[src/sv/assert_macros.svh]
// assertion macros used by the extractor core
`ifndef ASSERT_MACROS_SVH
`define ASSERT_MACROS_SVH

// checked only while out of reset
`define BSE_ASSERT(lbl, prop, msg) \
    lbl: assert property (@(posedge aclk) disable iff (!aresetn) prop) else $error(msg);

// checked also across reset
`define BSE_ASSERT_RST(lbl, prop, msg) \
    lbl: assert property (@(posedge aclk) prop) else $error(msg);

`endif

[src/sv/bse_pkg.sv]
// types and constants for the beacon ssid extractor
package bse_pkg;

    localparam int NAME_DEPTH     = 32;
    localparam int NAME_IDX_W     = 5;
    localparam int NAME_LEN_W     = 6;
    localparam int BSSID_W        = 48;

    localparam int HDR_LEN_LO_POS = 2;
    localparam int HDR_LEN_HI_POS = 3;
    localparam int HDR_LEN_MIN    = 4;
    localparam int BSSID_FIRST    = 16;
    localparam int BSSID_LAST     = 21;
    localparam int ELEMENTS_START = 36;

    localparam logic [1:0] MGMT_TYPE      = 2'h0;
    localparam logic [3:0] BEACON_SUBTYPE = 4'h8;
    localparam logic [7:0] SSID_ELEMENT   = 8'h00;

    typedef struct packed {
        logic                  en;
        logic [NAME_IDX_W-1:0] addr;
        logic [7:0]            data;
    } bse_name_wr_t;

    typedef struct packed {
        logic                  valid;
        logic [NAME_LEN_W-1:0] len;
    } bse_done_t;

endpackage

[src/sv/beacon_ssid_extractor_core.sv]
// beacon ssid extractor: parses one captured byte a cycle while s_ready is high, bursts out the name
// after the last ssid byte is taken, the emit state register is set and then the first name character
// is loaded into the output register, once that register is empty or being drained
// throughput: one input word per cycle while parsing; one name character per cycle out while m_ready is high
// input is held off (s_ready low) while the name is read out, including m_ready stalls
// aresetn is synchronous and active low; it clears parser state and output valid
module beacon_ssid_extractor_core #(
    parameter int MAX_NAME_LEN   = 32,
    parameter int POSITION_WIDTH = 16
) (
    input  logic        aclk,
    input  logic        aresetn,
    input  logic        s_valid,
    output logic        s_ready,
    input  logic [7:0]  s_data_byte,
    input  logic        s_start_of_frame,
    output logic        m_valid,
    input  logic        m_ready,
    output logic [7:0]  m_ssid_char,
    output logic [4:0]  m_char_index,
    output logic [5:0]  m_ssid_length,
    output logic [47:0] m_bssid,
    output logic        m_last
);
    import bse_pkg::*;

    `include "assert_macros.svh"

    bse_name_wr_t name_wr;
    bse_done_t    done;
    logic [47:0]  bssid;
    logic         accept;

    logic [7:0]            name_buf [NAME_DEPTH];
    logic                  emit_active_reg;
    logic [NAME_IDX_W-1:0] emit_idx_reg;
    logic [NAME_LEN_W-1:0] emit_len_reg;
    logic [NAME_LEN_W-1:0] idx_inc;
    logic                  emit_last;
    logic                  load;

    logic                  m_valid_reg;
    logic [7:0]            char_reg;
    logic [NAME_IDX_W-1:0] index_reg;
    logic [NAME_LEN_W-1:0] length_reg;
    logic [47:0]           bssid_reg;
    logic                  last_reg;

    assign s_ready = !emit_active_reg;
    assign accept  = s_valid && s_ready;

    bse_parser #(
        .MAX_NAME_LEN  (MAX_NAME_LEN),
        .POSITION_WIDTH(POSITION_WIDTH)
    ) u_parser (
        .aclk          (aclk),
        .aresetn       (aresetn),
        .accept        (accept),
        .data_byte     (s_data_byte),
        .start_of_frame(s_start_of_frame),
        .name_wr       (name_wr),
        .done          (done),
        .bssid         (bssid)
    );

    always_ff @(posedge aclk) begin
        if (name_wr.en) begin
            name_buf[name_wr.addr] <= name_wr.data;
        end
    end

    assign idx_inc   = {1'b0, emit_idx_reg} + NAME_LEN_W'(1);
    assign emit_last = (idx_inc == emit_len_reg);
    // output register refills when empty or being drained
    assign load      = emit_active_reg && (!m_valid_reg || m_ready);

    always_ff @(posedge aclk) begin
        if (!aresetn) begin
            emit_active_reg <= 1'b0;
            emit_idx_reg    <= '0;
            emit_len_reg    <= '0;
            m_valid_reg     <= 1'b0;
        end else begin
            if (done.valid) begin
                emit_active_reg <= 1'b1;
                emit_idx_reg    <= '0;
                emit_len_reg    <= done.len;
            end else if (load) begin
                emit_idx_reg <= idx_inc[NAME_IDX_W-1:0];
                if (emit_last) begin
                    emit_active_reg <= 1'b0;
                end
            end
            if (load) begin
                m_valid_reg <= 1'b1;
            end else if (m_ready) begin
                m_valid_reg <= 1'b0;
            end
        end
    end

    always_ff @(posedge aclk) begin
        if (load) begin
            char_reg   <= name_buf[emit_idx_reg];
            index_reg  <= emit_idx_reg;
            length_reg <= emit_len_reg;
            bssid_reg  <= bssid;
            last_reg   <= emit_last;
        end
    end

    assign m_valid       = m_valid_reg;
    assign m_ssid_char   = char_reg;
    assign m_char_index  = index_reg;
    assign m_ssid_length = length_reg;
    assign m_bssid       = bssid_reg;
    assign m_last        = last_reg;

    `BSE_ASSERT(a_index_steps, (m_valid && m_ready && !m_last) |=> (m_valid && m_char_index == 5'($past(m_char_index) + 5'd1)), "name index did not step")
    `BSE_ASSERT(a_last_matches_len, m_valid |-> (m_last == ((6'(m_char_index) + 6'd1) == m_ssid_length)), "last flag disagrees with length")
    `BSE_ASSERT(a_no_input_mid_name, (m_valid && !m_last) |-> !s_ready, "input taken during name burst")
    `BSE_ASSERT_RST(a_reset_clears_valid, !aresetn |=> !m_valid, "output valid after reset")

endmodule

[src/sv/bse_parser.sv]
// frame parser: radiotap skip, beacon check, bssid capture, element walk
module bse_parser #(
    parameter int MAX_NAME_LEN   = 32,
    parameter int POSITION_WIDTH = 16
) (
    input  logic                  aclk,
    input  logic                  aresetn,
    input  logic                  accept,
    input  logic [7:0]            data_byte,
    input  logic                  start_of_frame,
    output bse_pkg::bse_name_wr_t name_wr,
    output bse_pkg::bse_done_t    done,
    output logic [47:0]           bssid
);
    import bse_pkg::*;

    localparam int PW  = POSITION_WIDTH;
    localparam int PW1 = POSITION_WIDTH + 1;

    typedef enum logic [2:0] {
        PH_IDLE, PH_HEADER, PH_MAC, PH_ELEM_ID, PH_ELEM_LEN, PH_ELEM_BODY
    } phase_t;

    phase_t        phase_reg, phase_next, phase_c;
    logic [PW-1:0] pos_reg, pos_next, pos_c;
    logic [PW1-1:0] pos_inc;
    logic [15:0]   hdr_reg, hdr_next, hdr_c;
    logic [47:0]   bssid_reg, bssid_next, bssid_c;
    logic [7:0]    eid_reg, eid_next, eid_c;
    logic [7:0]    rem_reg, rem_next, rem_c, rem_dec;
    logic          nf_reg, nf_next, nf_c;

    always_comb begin
        // a frame start restarts parsing on this word
        phase_c = start_of_frame ? PH_HEADER : phase_reg;
        pos_c   = start_of_frame ? '0 : pos_reg;
        hdr_c   = start_of_frame ? '0 : hdr_reg;
        bssid_c = start_of_frame ? '0 : bssid_reg;
        eid_c   = start_of_frame ? '0 : eid_reg;
        rem_c   = start_of_frame ? '0 : rem_reg;
        nf_c    = start_of_frame ? 1'b0 : nf_reg;

        pos_inc = {1'b0, pos_c} + PW1'(1);
        rem_dec = rem_c - 8'd1;

        phase_next = phase_c;
        pos_next   = pos_c;
        hdr_next   = hdr_c;
        bssid_next = bssid_c;
        eid_next   = eid_c;
        rem_next   = rem_c;
        nf_next    = nf_c;
        name_wr    = '0;
        done       = '0;

        unique case (phase_c)
            PH_HEADER: begin
                if (pos_c == PW'(HDR_LEN_LO_POS)) begin
                    hdr_next = {hdr_c[15:8], data_byte};
                end else if (pos_c == PW'(HDR_LEN_HI_POS)) begin
                    hdr_next = {data_byte, hdr_c[7:0]};
                end
                if (pos_c >= PW'(HDR_LEN_HI_POS)) begin
                    if (hdr_next < 16'(HDR_LEN_MIN) || (hdr_next >> PW) != 16'd0) begin
                        phase_next = PH_IDLE;
                    end else if (pos_inc == PW1'(hdr_next)) begin
                        phase_next = PH_MAC;
                        pos_next   = '0;
                    end else begin
                        pos_next = pos_inc[PW-1:0];
                    end
                end else begin
                    pos_next = pos_inc[PW-1:0];
                end
            end
            PH_MAC: begin
                if (pos_c == '0 &&
                    (data_byte[3:2] != MGMT_TYPE || data_byte[7:4] != BEACON_SUBTYPE)) begin
                    phase_next = PH_IDLE;
                end else begin
                    if (pos_c >= PW'(BSSID_FIRST) && pos_c <= PW'(BSSID_LAST)) begin
                        bssid_next = {bssid_c[39:0], data_byte};
                    end
                    if (pos_inc == PW1'(ELEMENTS_START)) begin
                        phase_next = PH_ELEM_ID;
                        pos_next   = '0;
                    end else begin
                        pos_next = pos_inc[PW-1:0];
                    end
                end
            end
            PH_ELEM_ID: begin
                eid_next   = data_byte;
                phase_next = PH_ELEM_LEN;
            end
            PH_ELEM_LEN: begin
                rem_next   = data_byte;
                pos_next   = '0;
                nf_next    = (eid_c == SSID_ELEMENT) && (data_byte != 8'd0) &&
                             (data_byte <= 8'(MAX_NAME_LEN));
                phase_next = (data_byte == 8'd0) ? PH_ELEM_ID : PH_ELEM_BODY;
            end
            PH_ELEM_BODY: begin
                name_wr.en   = nf_c;
                name_wr.addr = pos_c[NAME_IDX_W-1:0];
                name_wr.data = data_byte;
                pos_next     = pos_inc[PW-1:0];
                rem_next     = rem_dec;
                if (rem_dec == 8'd0) begin
                    if (nf_c) begin
                        // name bytes never exceed the name limit here
                        done.valid = 1'b1;
                        done.len   = pos_inc[NAME_LEN_W-1:0];
                        nf_next    = 1'b0;
                        phase_next = PH_IDLE;
                    end else begin
                        phase_next = PH_ELEM_ID;
                    end
                end
            end
            default: begin
                phase_next = PH_IDLE;
            end
        endcase

        if (!accept) begin
            name_wr = '0;
            done    = '0;
        end
    end

    always_ff @(posedge aclk) begin
        if (!aresetn) begin
            phase_reg <= PH_IDLE;
            pos_reg   <= '0;
            hdr_reg   <= '0;
            bssid_reg <= '0;
            eid_reg   <= '0;
            rem_reg   <= '0;
            nf_reg    <= 1'b0;
        end else if (accept) begin
            phase_reg <= phase_next;
            pos_reg   <= pos_next;
            hdr_reg   <= hdr_next;
            bssid_reg <= bssid_next;
            eid_reg   <= eid_next;
            rem_reg   <= rem_next;
            nf_reg    <= nf_next;
        end
    end

    assign bssid = bssid_reg;

endmodule

[config.mk]
export PLATFORM = sky130hd
export DESIGN_NAME = beacon_ssid_extractor_core
export DESIGN_NICKNAME = d
export VERILOG_FILES = /design/src/sv/bse_pkg.sv /design/src/sv/beacon_ssid_extractor_core.sv /design/src/sv/bse_parser.sv
export VERILOG_INCLUDE_DIRS = /design/src /design/src/sv
export SDC_FILE = /design/constraint.sdc
export NUM_CORES = 1
export LEC_CHECK = 0
export BUFFER_PORTS_ARGS = -buffer_cell sky130_fd_sc_hd__buf_2
export CORE_ASPECT_RATIO = 1.2
export CORE_UTILIZATION = 50
export DETAILED_ROUTE_END_ITERATION = 7
export PLACE_DENSITY = 0.7
export REMOVE_ABC_BUFFERS = 1
export SLEW_MARGIN = 40
export SYNTH_ARGS = -nofsm -noshare
export SYNTH_HDL_FRONTEND = slang
export SYNTH_HIERARCHICAL = 1
export SYNTH_SLANG_ARGS = --single-unit
[constraint.sdc]
create_clock -name aclk -period 4.5 [get_ports aclk]
set_clock_uncertainty 0.1 [all_clocks]
set_input_delay 0.9 -clock aclk [delete_from_list [all_inputs] [get_ports aclk]]
set_output_delay 0.9 -clock aclk [all_outputs]
set_load 0.1 [all_outputs]
==> results of run 1 <==
-- placed cells by master, fill, tap and decap left out, types with 7 or more instances in the layout --
cell type  count
edfxtp_1     324
dfxtp_1      110
nor2b_1       91
nor2_1        87
buf_2         81
a22oi_1       81
mux4_2        80
nand2_1       45
clkbuf_16     45
buf_4         30
o21ai_0       27
xor2_1        20
nand3_1       19
xnor2_1       18
a21oi_1       18
inv_1         16
nor3_1        15
clkbuf_1      15
a21boi_1      11
nand3b_1      10
mux2i_1       10
mux2_2         9
and3_1         9
a21boi_0       8
nor4_1         8
nand4_1        8
nand2b_1       7
ha_1           7
clkbuf_8       7
-- per-layer routing --
| layer | GRT usage (%) | routed length, µm |
|---|---|---|
| met1 | 27.6 | 16000 |
| met2 | 37.8 | 20400 |
| met3 | 3.72 | 2560 |
| met4 | 7.13 | 967 |
| met5 | 0 | 0 |
-- worst max-delay path: cells and delay by family --
family | cells | cell delay (ns)
and+or+nand+nor | 6 | 1.59
buffers and inverters | 3 | 0.38
adders and majority gates | 1 | 0.46
xor gates and xnor gates | 1 | 0.18
AOI/OAI and AO/OA | 3 | 0.61
-- stage by stage --
stage / worst slack, ns / hold slack [ns] / cells / TNS (ns) / cell area, µm²
final: 0.708 / 0.332 / 1822 / 0 / 20700
after detailed placement: 0.260 / 0.320 / 1744 / 0 / 19200
after floorplan: -0.775 / 0.309 / 1163 / -37.31 / 17900
after global routing: 0.445 / 0.341 / 1822 / 0 / 20700
after global placement: 0.386 / 0.315 / 1744 / 0 / 19200
after CTS: 0.822 / 0.331 / 1822 / 0 / 20600
-- where the power goes --
| group | internal (mW) | leakage, nW | total (mW) | switching, mW |
|---|---|---|---|---|
| combinational | 0.0564 | 2.09 | 0.175 | 0.119 |
| clock | 2.08 | 0.678 | 3.53 | 1.45 |
| sequential | 4.28 | 3.75 | 4.29 | 0.0128 |
| total | 6.41 | 6.52 | 7.99 | 1.58 |
-- logic make-up (layout without fill, tap and decap cells) --
group                    count (synthesis)  count (layout)  synth area share [%]
AND/OR/NAND/NOR                        360             360                  10.9
buffers and inverters                   98             209                  2.34
multiplexers                            99              99                  10.9
XOR/XNOR                                38              38                  1.82
AO/OA/AOI/OAI                          204             204                  7.99
adder cells (fa/ha/maj)                  7               7                 0.478
flip-flops                             437             437                  65.5
-- layout make-up --
type | instances | area share (%)
sequential | 437 | 58.1
multi-input combinational | 708 | 28.7
clock buffer | 67 | 6.19
timing repair buffer | 113 | 3.25
tap | 468 | 2.83
clock inverter | 11 | 0.606
inverter | 18 | 0.333
-- path summary, 6_finish.rpt --
path	cells after the start	endpoint	start	slack, ns
setup / recovery	14	u_parser/pos_reg[13]$_SDFFE_PN0P_	s_start_of_frame	0.71
hold / removal	0	m_bssid[43]$_DFFE_PP_	u_parser/bssid[43]$_SDFFE_PN0P_	0.33
hold reg to reg	0	m_bssid[43]$_DFFE_PP_	u_parser/bssid[43]$_SDFFE_PN0P_	0.33
setup reg to reg	12	u_parser/pos_reg[13]$_SDFFE_PN0P_	u_parser/pos_reg[0]$_SDFFE_PN0P_	0.83
-- synth_stat cells, types with 4 or more instances --
library cell  number  area share [%]
edfxtp_1         324              53
dfxtp_1          113              12
nor2b_1           92             3.1
nor2_1            89             1.8
a22oi_1           81             3.3
mux4_2            80             9.8
clkbuf_1          54             1.1
nand2_1           45            0.92
o21ai_0           27            0.74
xor2_1            20            0.96
nand3_1           19            0.52
a21oi_1           18            0.49
nor3_1            18            0.49
xnor2_1           18            0.86
inv_1             17            0.35
buf_2             16            0.44
and3_1            14            0.48
a21boi_1          11            0.45
mux2i_1           10            0.55
nand3b_1          10            0.41
mux2_2             9            0.55
a21boi_0           8            0.33
nand4_1            8            0.27
nor4_1             8            0.27
ha_1               7            0.48
nand2b_1           7            0.24
a31oi_1            6            0.21
and2_1             6            0.21
o21ai_1            6            0.16
a311oi_1           5            0.24
buf_6              5            0.31
nor3b_1            5            0.21
nor4b_1            5            0.24
o22ai_1            5            0.17
a221oi_1           4            0.19
buf_1              4           0.082
o21a_1             4            0.16
or2_2              4            0.14
or3_1              4            0.14
==> flow_summary.json, run 1 <==
{
  "outcome": "finished clean",
  "core.rowCount": 76,
  "ys_ff_latch": 437,
  "cpMostUsedCell": "inv_1",
  "io_buffers": 82,
  "viasPerCell": 5.91,
  "final_core_util_pct": 57.5,
  "synth_edf_count": 324,
  "seqCellArea_um2": 12000,
  "syn_area_um2": 18300,
  "cts_max_level": 2,
  "async_flop_share_pct": 0,
  "antennaDiodeCount": 0,
  "max_stage_delay_ns": 0.52,
  "dp.final_hpwl_um": 26400,
  "worstSkewPairLatency_ns": 0.54,
  "critPathKind": "in -> reg",
  "routed_wl_um": 39900,
  "worstPathMaxFanout": 12,
  "cts_root_buffer": "clkbuf_16",
  "tightest_slew_ns": 0.807,
  "cts.repair.resized": 0,
  "period_needed_ns": 3.79,
  "startpoint_type": "input port",
  "relSlewSlack_pct": 46.0,
  "dr.first_iter.drc_count": 963,
  "endpoint_kind": "flip-flop",
  "postCtsHoldBufs": 0,
  "maxCapViolCount": 0,
  "period_share_pct": 84.3,
  "cp_cell_sequence": "buf_2, inv_1, nand2_1, inv_1, ha_1, nand3_1, xor2_1, nor2_1, or4b_1, nor4_1, o22ai_1, and2_0, o21ai_0, a21boi_1",
  "grt_pass1_vias": 11029,
  "largest_reg_flops": 256,
  "arrival_ns": 4.12,
  "synth_area_per_cell_um2": 14.7,
  "crit_required_ns": 4.83,
  "syn2layout_area_growth_pct": 12.8,
  "ys_seq_area_share_pct": 65.5,
  "grt_antenna_before_repair": 0,
  "grt_max_degree": 65,
  "max_freq_mhz": 264,
  "cts_tree": "done",
  "peakVddDrop_mv": 0.332,
  "ant_nets": 0,
  "cts.sinks": 437,
  "fp.dieH_um": 212,
  "setup_viol": 0,
  "dr.pass1.iters": 5,
  "synth_warnings": 6,
  "grt_pass1_wl_um": 62100,
  "gr-total-overflow": 0,
  "fin_nets": 1341,
  "powerDensity_nw_per_um2": 387,
  "leakage_nw": 6.52,
  "hold_viol_final": 0,
  "drive_gt1_share_pct": 22.5,
  "clock_path_buffers": 3,
  "path_clk_slew_ns": 0.06,
  "power_mw": 7.99,
  "route.detailed.drc": 0,
  "yosys_most_used_dff": "edfxtp_1",
  "synth_cell_types": 73,
  "vias": 10764,
  "cpMaxStageDelayCell": "or4b_1",
  "cts_buffers": 43,
  "num_io_pins": 83,
  "routed_wire_length_per_instance_um": 21.9,
  "post_cts_buffers": 0,
  "multi_input_comb_area_um2": 5930,
  "rsz0062_at_grt": "false",
  "hold_class": "reg -> reg",
  "dieArea_um2": 37400,
  "die_w_um": 177,
  "start_util_pct": 50.9,
  "core_um2": 35900,
  "grtUsageTotal_pct": 21.8,
  "gp_congestion": 0.925,
  "nFillCells": 2845,
  "slew_violations": 0,
  "synthCells": 1243
}
Note: power is estimated with default switching activity, not from simulation.
==> inputs of run 2 (changes only) <==
--- a/config.mk
+++ b/config.mk
@@ -10,7 +10,7 @@
 export CORE_ASPECT_RATIO = 1.2
 export CORE_UTILIZATION = 50
 export DETAILED_ROUTE_END_ITERATION = 7
-export PLACE_DENSITY = 0.7
+export PLACE_DENSITY = 0.67
 export REMOVE_ABC_BUFFERS = 1
 export SLEW_MARGIN = 40
 export SYNTH_ARGS = -nofsm -noshare
==> constraint.sdc (replaced) <==
create_clock -name aclk -period 3.5 [get_ports aclk]
set_clock_uncertainty 0.1 [all_clocks]
set_input_delay 0.7 -clock aclk [delete_from_list [all_inputs] [get_ports aclk]]
set_output_delay 0.7 -clock aclk [all_outputs]
set_load 0.1 [all_outputs]
==> run 2 against run 1 <==
Sequential share of layout area down 2.2 points. Total power is 30% higher. Worst setup slack got worse by 0.51 ns. Routed wire length rose by 5.9%. Largest power group unchanged. Highest routed layer unchanged.
==> flow_summary.json, run 2 (synthesized netlist as in run 1, its figures left out) <==
{
  "worstPathMaxFanout": 10,
  "use_met2_pct": 39.3,
  "grt_antenna_before_repair": 1,
  "hold_viol_final": 0,
  "critPathKind": "reg -> reg",
  "drive_gt1_share_pct": 27.9,
  "gr-total-overflow": 0,
  "grt_pass1_vias": 11144,
  "met1_usage_pct": 30.3,
  "max_freq_mhz": 303,
  "relSlewSlack_pct": 49.0,
  "core_um2": 35900,
  "peakVddDrop_mv": 0.366,
  "num_io_pins": 83,
  "largest_reg_flops": 256,
  "hold_depth": 0,
  "use_met3_pct": 3.86,
  "setup_viol": 0,
  "hold_class": "reg -> reg",
  "fp.dieH_um": 212,
  "grtUsageTotal_pct": 23.2,
  "dr.pass1.iters": 7,
  "rr_worst_depth": 12,
  "slew_violations": 0,
  "period_needed_ns": 3.30,
  "cts_tree": "done",
  "dp.final_hpwl_um": 28400,
  "post_cts_buffers": 0,
  "dieArea_um2": 37400,
  "cts_root_buffer": "clkbuf_16",
  "cts_buffers": 42,
  "multi_input_comb_area_um2": 5960,
  "arrival_ns": 3.63,
  "outcome": "finished clean",
  "crit_required_ns": 3.83,
  "nFillCells": 2780,
  "routed_wl_um": 42300,
  "io_buffers": 82,
  "ant_nets": 0,
  "grt_pass1_wl_um": 65200,
  "powerDensity_nw_per_um2": 485,
  "viasPerCell": 5.78,
  "fin_nets": 1430,
  "hold_slack_ns": 0.330,
  "endpoint_kind": "flip-flop",
  "tightest_slew_ns": 0.762,
  "cts_max_level": 2,
  "busiest_layer": "met2",
  "vias": 11065,
  "routed_wire_length_per_instance_um": 22.1,
  "grt_max_degree": 111,
  "route.detailed.drc": 0,
  "period_share_pct": 94.2,
  "final_cell_mix": "324 x edfxtp_1, 113 x buf_4, 108 x dfxtp_1",
  "gp_congestion": 0.887,
  "clock_path_buffers": 3,
  "worstSkewPairLatency_ns": 0.56,
  "startpoint_type": "flip-flop",
  "leakage_nw": 7.12,
  "path_clk_slew_ns": 0.06,
  "start_util_pct": 50.9,
  "syn2layout_area_growth_pct": 17.4,
  "die_w_um": 177,
  "core.rowCount": 76,
  "power_mw": 10.4,
  "seqCellArea_um2": 12000,
  "maxCapViolCount": 0,
  "layout_commonest_cell": "edfxtp_1",
  "cts.sinks": 437,
  "dr.first_iter.drc_count": 914
}
## run 2: report_power, final
group	switching [mW]	leakage [nW]	total [mW]	internal [mW]
clock	1.91	0.701	4.66	2.75
combinational	0.164	2.64	0.257	0.0929
sequential	0.0113	3.78	5.51	5.50
## run 2: cell type report
type,count,area share [%]
Antenna cell,2,0.0233
Clock buffer,57,5.49
Clock inverter,20,1.24
Inverter,18,0.314
Multi-Input combinational cell,708,27.8
Sequential cell,437,55.8
Tap cell,468,2.73
Timing Repair Buffer,203,6.60
## run 2: final timing paths
| check | slack [ns] | to | from |
|---|---|---|---|
| max | 0.20 | u_parser/pos_reg[10]$_SDFFE_PN0P_ | u_parser/pos_reg[1]$_SDFFE_PN0P_ |
| min | 0.33 | m_bssid[43]$_DFFE_PP_ | u_parser/bssid[43]$_SDFFE_PN0P_ |
| max reg2reg | 0.20 | u_parser/pos_reg[10]$_SDFFE_PN0P_ | u_parser/pos_reg[1]$_SDFFE_PN0P_ |
| min reg2reg | 0.33 | m_bssid[43]$_DFFE_PP_ | u_parser/bssid[43]$_SDFFE_PN0P_ |
## run 2: through the flow
| step | area [µm²] | std cells | setup slack [ns] | util, % | TNS, ns |
|---|---|---|---|---|---|
| finish | 21500 | 1913 | 0.203 | 59.8 | 0 |
| detailed placement | 20000 | 1834 | -0.330 | 55.6 | -4.84 |
| CTS | 21400 | 1911 | 0.0382 | 59.6 | 0 |
| global placement | 20000 | 1834 | -0.282 | 55.6 | -4.23 |
| floorplan | 17900 | 1163 | -1.58 | - | -223.77 |
| global route | 21500 | 1912 | -0.0118 | 59.8 | -0.0118 |
## run 2: metal layers
layer | vias up | wire length (µm)
met4 | 0 | 1060
met2 | 304 | 21600
met3 | 74 | 2130
met5 | - | 0
met1 | 5569 | 17400
li1 | 5118 | -
## run 2: worst max-delay path: stages (launching register included)
cell	delay (ns)
dfxtp_2	0.37
nor2b_2	0.20
ha_1	0.22
nor4b_2	0.19
and4_2	0.27
nor2_2	0.05
a221o_1	0.35
nor4_2	0.32
nand4_1	0.19
nor4_4	0.42
a211oi_2	0.23
o21ai_0	0.20
a21boi_1	0.08
## run 2: repair_timing
item / in CTS / in global routing
endpoints found under the hold margin: 0 / 0
gates resized for setup: 0 / 13
setup endpoints to repair: 0 / 18
hold buffers: 0 / 0
==> inputs of run 3 (changes only) <==
--- a/config.mk
+++ b/config.mk
@@ -8,10 +8,10 @@
 export LEC_CHECK = 0
 export BUFFER_PORTS_ARGS = -buffer_cell sky130_fd_sc_hd__buf_2
 export CORE_ASPECT_RATIO = 1.2
-export CORE_UTILIZATION = 50
+export CORE_UTILIZATION = 35
 export DETAILED_ROUTE_END_ITERATION = 7
-export PLACE_DENSITY = 0.67
 export REMOVE_ABC_BUFFERS = 1
+export SETUP_SLACK_MARGIN = 0.02
 export SLEW_MARGIN = 40
 export SYNTH_ARGS = -nofsm -noshare
 export SYNTH_HDL_FRONTEND = slang
==> constraint.sdc (replaced) <==
create_clock -name aclk -period 2.9 [get_ports aclk]
set_clock_uncertainty 0.1 [all_clocks]
set_input_delay 0.58 -clock aclk [delete_from_list [all_inputs] [get_ports aclk]]
set_output_delay 0.58 -clock aclk [all_outputs]
set_load 0.1 [all_outputs]
==> run 3 against run 2 <==
The run now ends with negative setup slack left. Final cell count is 16% higher. Cell area is 4.8% higher. Combinational power is 47% higher. Critical path depth is 1 higher. Clock power is 25% higher. Worst setup slack worse by 0.40 ns. Via count is 3.1% higher. Sequential cell count stayed put. Sequential power is 21% higher.
==> flow_summary.json, run 3 (synthesized netlist as in run 1, its figures left out) <==
{
  "outcome": "finished, violations left",
  "violations": "negative setup slack",
  "num_io_pins": 83,
  "setup_viol": 31,
  "cts_root_buffer": "clkbuf_16",
  "period_needed_ns": 3.10,
  "startpoint_type": "flip-flop",
  "grt_pass1_wl_um": 68200,
  "timing.final.ws_setup_ns": -0.200,
  "core_um2": 51600,
  "antennaDiodeCount": 0,
  "grtUsageTotal_pct": 16.8,
  "r2r_start": "u_parser/pos_reg[1]$_SDFFE_PN0P_",
  "cp-endpoint": "u_parser/pos_reg[2]$_SDFFE_PN0P_",
  "dr.first_iter.drc_count": 949,
  "fin_tns_setup_ns": -2.37,
  "worstSkewPairLatency_ns": 0.58,
  "hold_class": "in -> reg",
  "r2r_end": "u_parser/pos_reg[2]$_SDFFE_PN0P_",
  "die_w_um": 211,
  "ant_nets": 0,
  "peakVddDrop_mv": 0.405,
  "dieArea_um2": 53200,
  "arrival_ns": 3.50,
  "viasPerCell": 5.15,
  "worstPathMaxFanout": 5,
  "max_freq_mhz": 323,
  "grt_antenna_before_repair": 0,
  "vias": 11408,
  "rrSetupSlack_ns": -0.20,
  "switchingPower_mw": 2.62,
  "powerDensity_nw_per_um2": 570,
  "io_buffers": 82,
  "pre_cts_slack_ns": -0.884,
  "routed_wl_um": 44300,
  "fin_nets": 1501,
  "clock_path_buffers": 3,
  "cts_tree": "done",
  "critPathKind": "reg -> reg",
  "rr_worst_depth": 13,
  "crit_start": "u_parser/pos_reg[1]$_SDFFE_PN0P_",
  "rsz0062_at_grt": "true",
  "crit_required_ns": 3.30,
  "slew_violations": 0,
  "internal-power_mw": 10.2,
  "route.detailed.drc": 0,
  "fp.dieH_um": 253,
  "largest_reg_flops": 256,
  "gr-total-overflow": 0,
  "p_seq_share_pct": 51.8,
  "pwr-share-clk_pct": 45.3,
  "start_util_pct": 35.5,
  "maxCapViolCount": 0,
  "p_sw_share_pct": 20.4,
  "dp.final_hpwl_um": 29800,
  "hold_viol_final": 0,
  "period_share_pct": 107,
  "postCtsHoldBufs": 0,
  "grt_max_degree": 59,
  "final_cell_mix": "324 x edfxtp_1, 176 x buf_4, 107 x dfxtp_1",
  "cts_buffers": 45,
  "syn2layout_area_growth_pct": 23.0,
  "cp_cell_sequence": "nor2b_4, ha_4, nor4b_4, and4_4, nor2_4, buf_6, a22oi_2, nand4_4, o211a_1, a211o_1, buf_4, or2_2, a31oi_1",
  "path_clk_slew_ns": 0.06,
  "tightest_slew_ns": 0.788,
  "routed_wire_length_per_instance_um": 20.0,
  "relSlewSlack_pct": 47.1,
  "power_mw": 12.8,
  "cts.sinks": 437,
  "dr.pass1.iters": 5,
  "leakage_nw": 7.60,
  "cpMaxStageDelayCell": "dfxtp_2",
  "max_stage_delay_ns": 0.35,
  "cts_max_level": 2,
  "grt_pass1_vias": 11480,
  "final_core_util_pct": 43.7,
  "gp_congestion": 0.878,
  "layout_commonest_cell": "edfxtp_1",
  "endpoint_kind": "flip-flop",
  "drive_gt1_share_pct": 32.6,
  "core.rowCount": 91,
  "p_comb_share_pct": 3.0
}
-- run 3: metrics by stage --
stage / instance area (µm²) / instances / hold slack (ns)
final: 22500 / 2214 / 0.317
after global routing: 22500 / 2214 / 0.344
after CTS: 22500 / 2210 / 0.292
after detailed placement: 20700 / 2119 / 0.320
after global placement: 20700 / 2119 / 0.316
after floorplan: 17900 / 1163 / 0.309
-- run 3: how the worst min path moves through the flow --
stage	from	endpoint	slack, ns	depth (start not counted)
after floorplan	u_parser/bssid[40]$_SDFFE_PN0P_	m_bssid[40]$_DFFE_PP_	0.31	0
after global placement	u_parser/bssid[44]$_SDFFE_PN0P_	m_bssid[44]$_DFFE_PP_	0.32	0
after detailed placement	u_parser/bssid[45]$_SDFFE_PN0P_	m_bssid[45]$_DFFE_PP_	0.32	0
after CTS	m_ready	m_valid$_SDFFE_PN0P_	0.29	3
after global routing	u_parser/bssid[45]$_SDFFE_PN0P_	m_bssid[45]$_DFFE_PP_	0.34	0
final	m_ready	m_valid$_SDFFE_PN0P_	0.32	3
-- run 3: final cells by class --
class | instances | area, µm²
clock buffer | 64 | 1280
clock inverter | 19 | 205
fill | 4640 | 29100
inverter | 18 | 68.8
multi-input combinational | 709 | 6140
sequential | 437 | 12000
tap | 697 | 872
timing repair buffer | 270 | 1950
-- run 3: routing by layer --
layer | wire [µm] | GRT usage [%] | vias to the layer above
li1 | - | - | 5273
met1 | 18700 | 22.0 | 5774
met2 | 22300 | 28.2 | 278
met3 | 1990 | 2.72 | 83
met4 | 1320 | 5.61 | 0
met5 | 0 | 0 | -
-- run 3: what timing repair did --
action | 4_1_cts | 5_1_grt
gates resized for setup | 50 | 13
buffers inserted | 7 | 3
setup endpoints to repair | 66 | 67
pin swaps | 22 | 13
gates cloned | 1 | 1
-- run 3: power groups by stage --
stage,Combinational [mW],Clock [mW],Sequential [mW]
finish,0.379,5.82,6.65
global route,0.405,6.17,6.65
CTS,0.362,5.95,6.65
detailed placement,0.331,0,6.78
global placement,0.328,0,6.78
floorplan,0.144,0,6.78
-- run 3: critical path, delay by kind of cell, from the launching register on --
kind,cells,cell delay (ns)
flip-flops,1,0.35
AO/OA/AOI/OAI,4,1.01
adder cells (fa/ha/maj),1,0.15
buffers and inverters,2,0.29
AND/OR/NAND/NOR,6,1.10
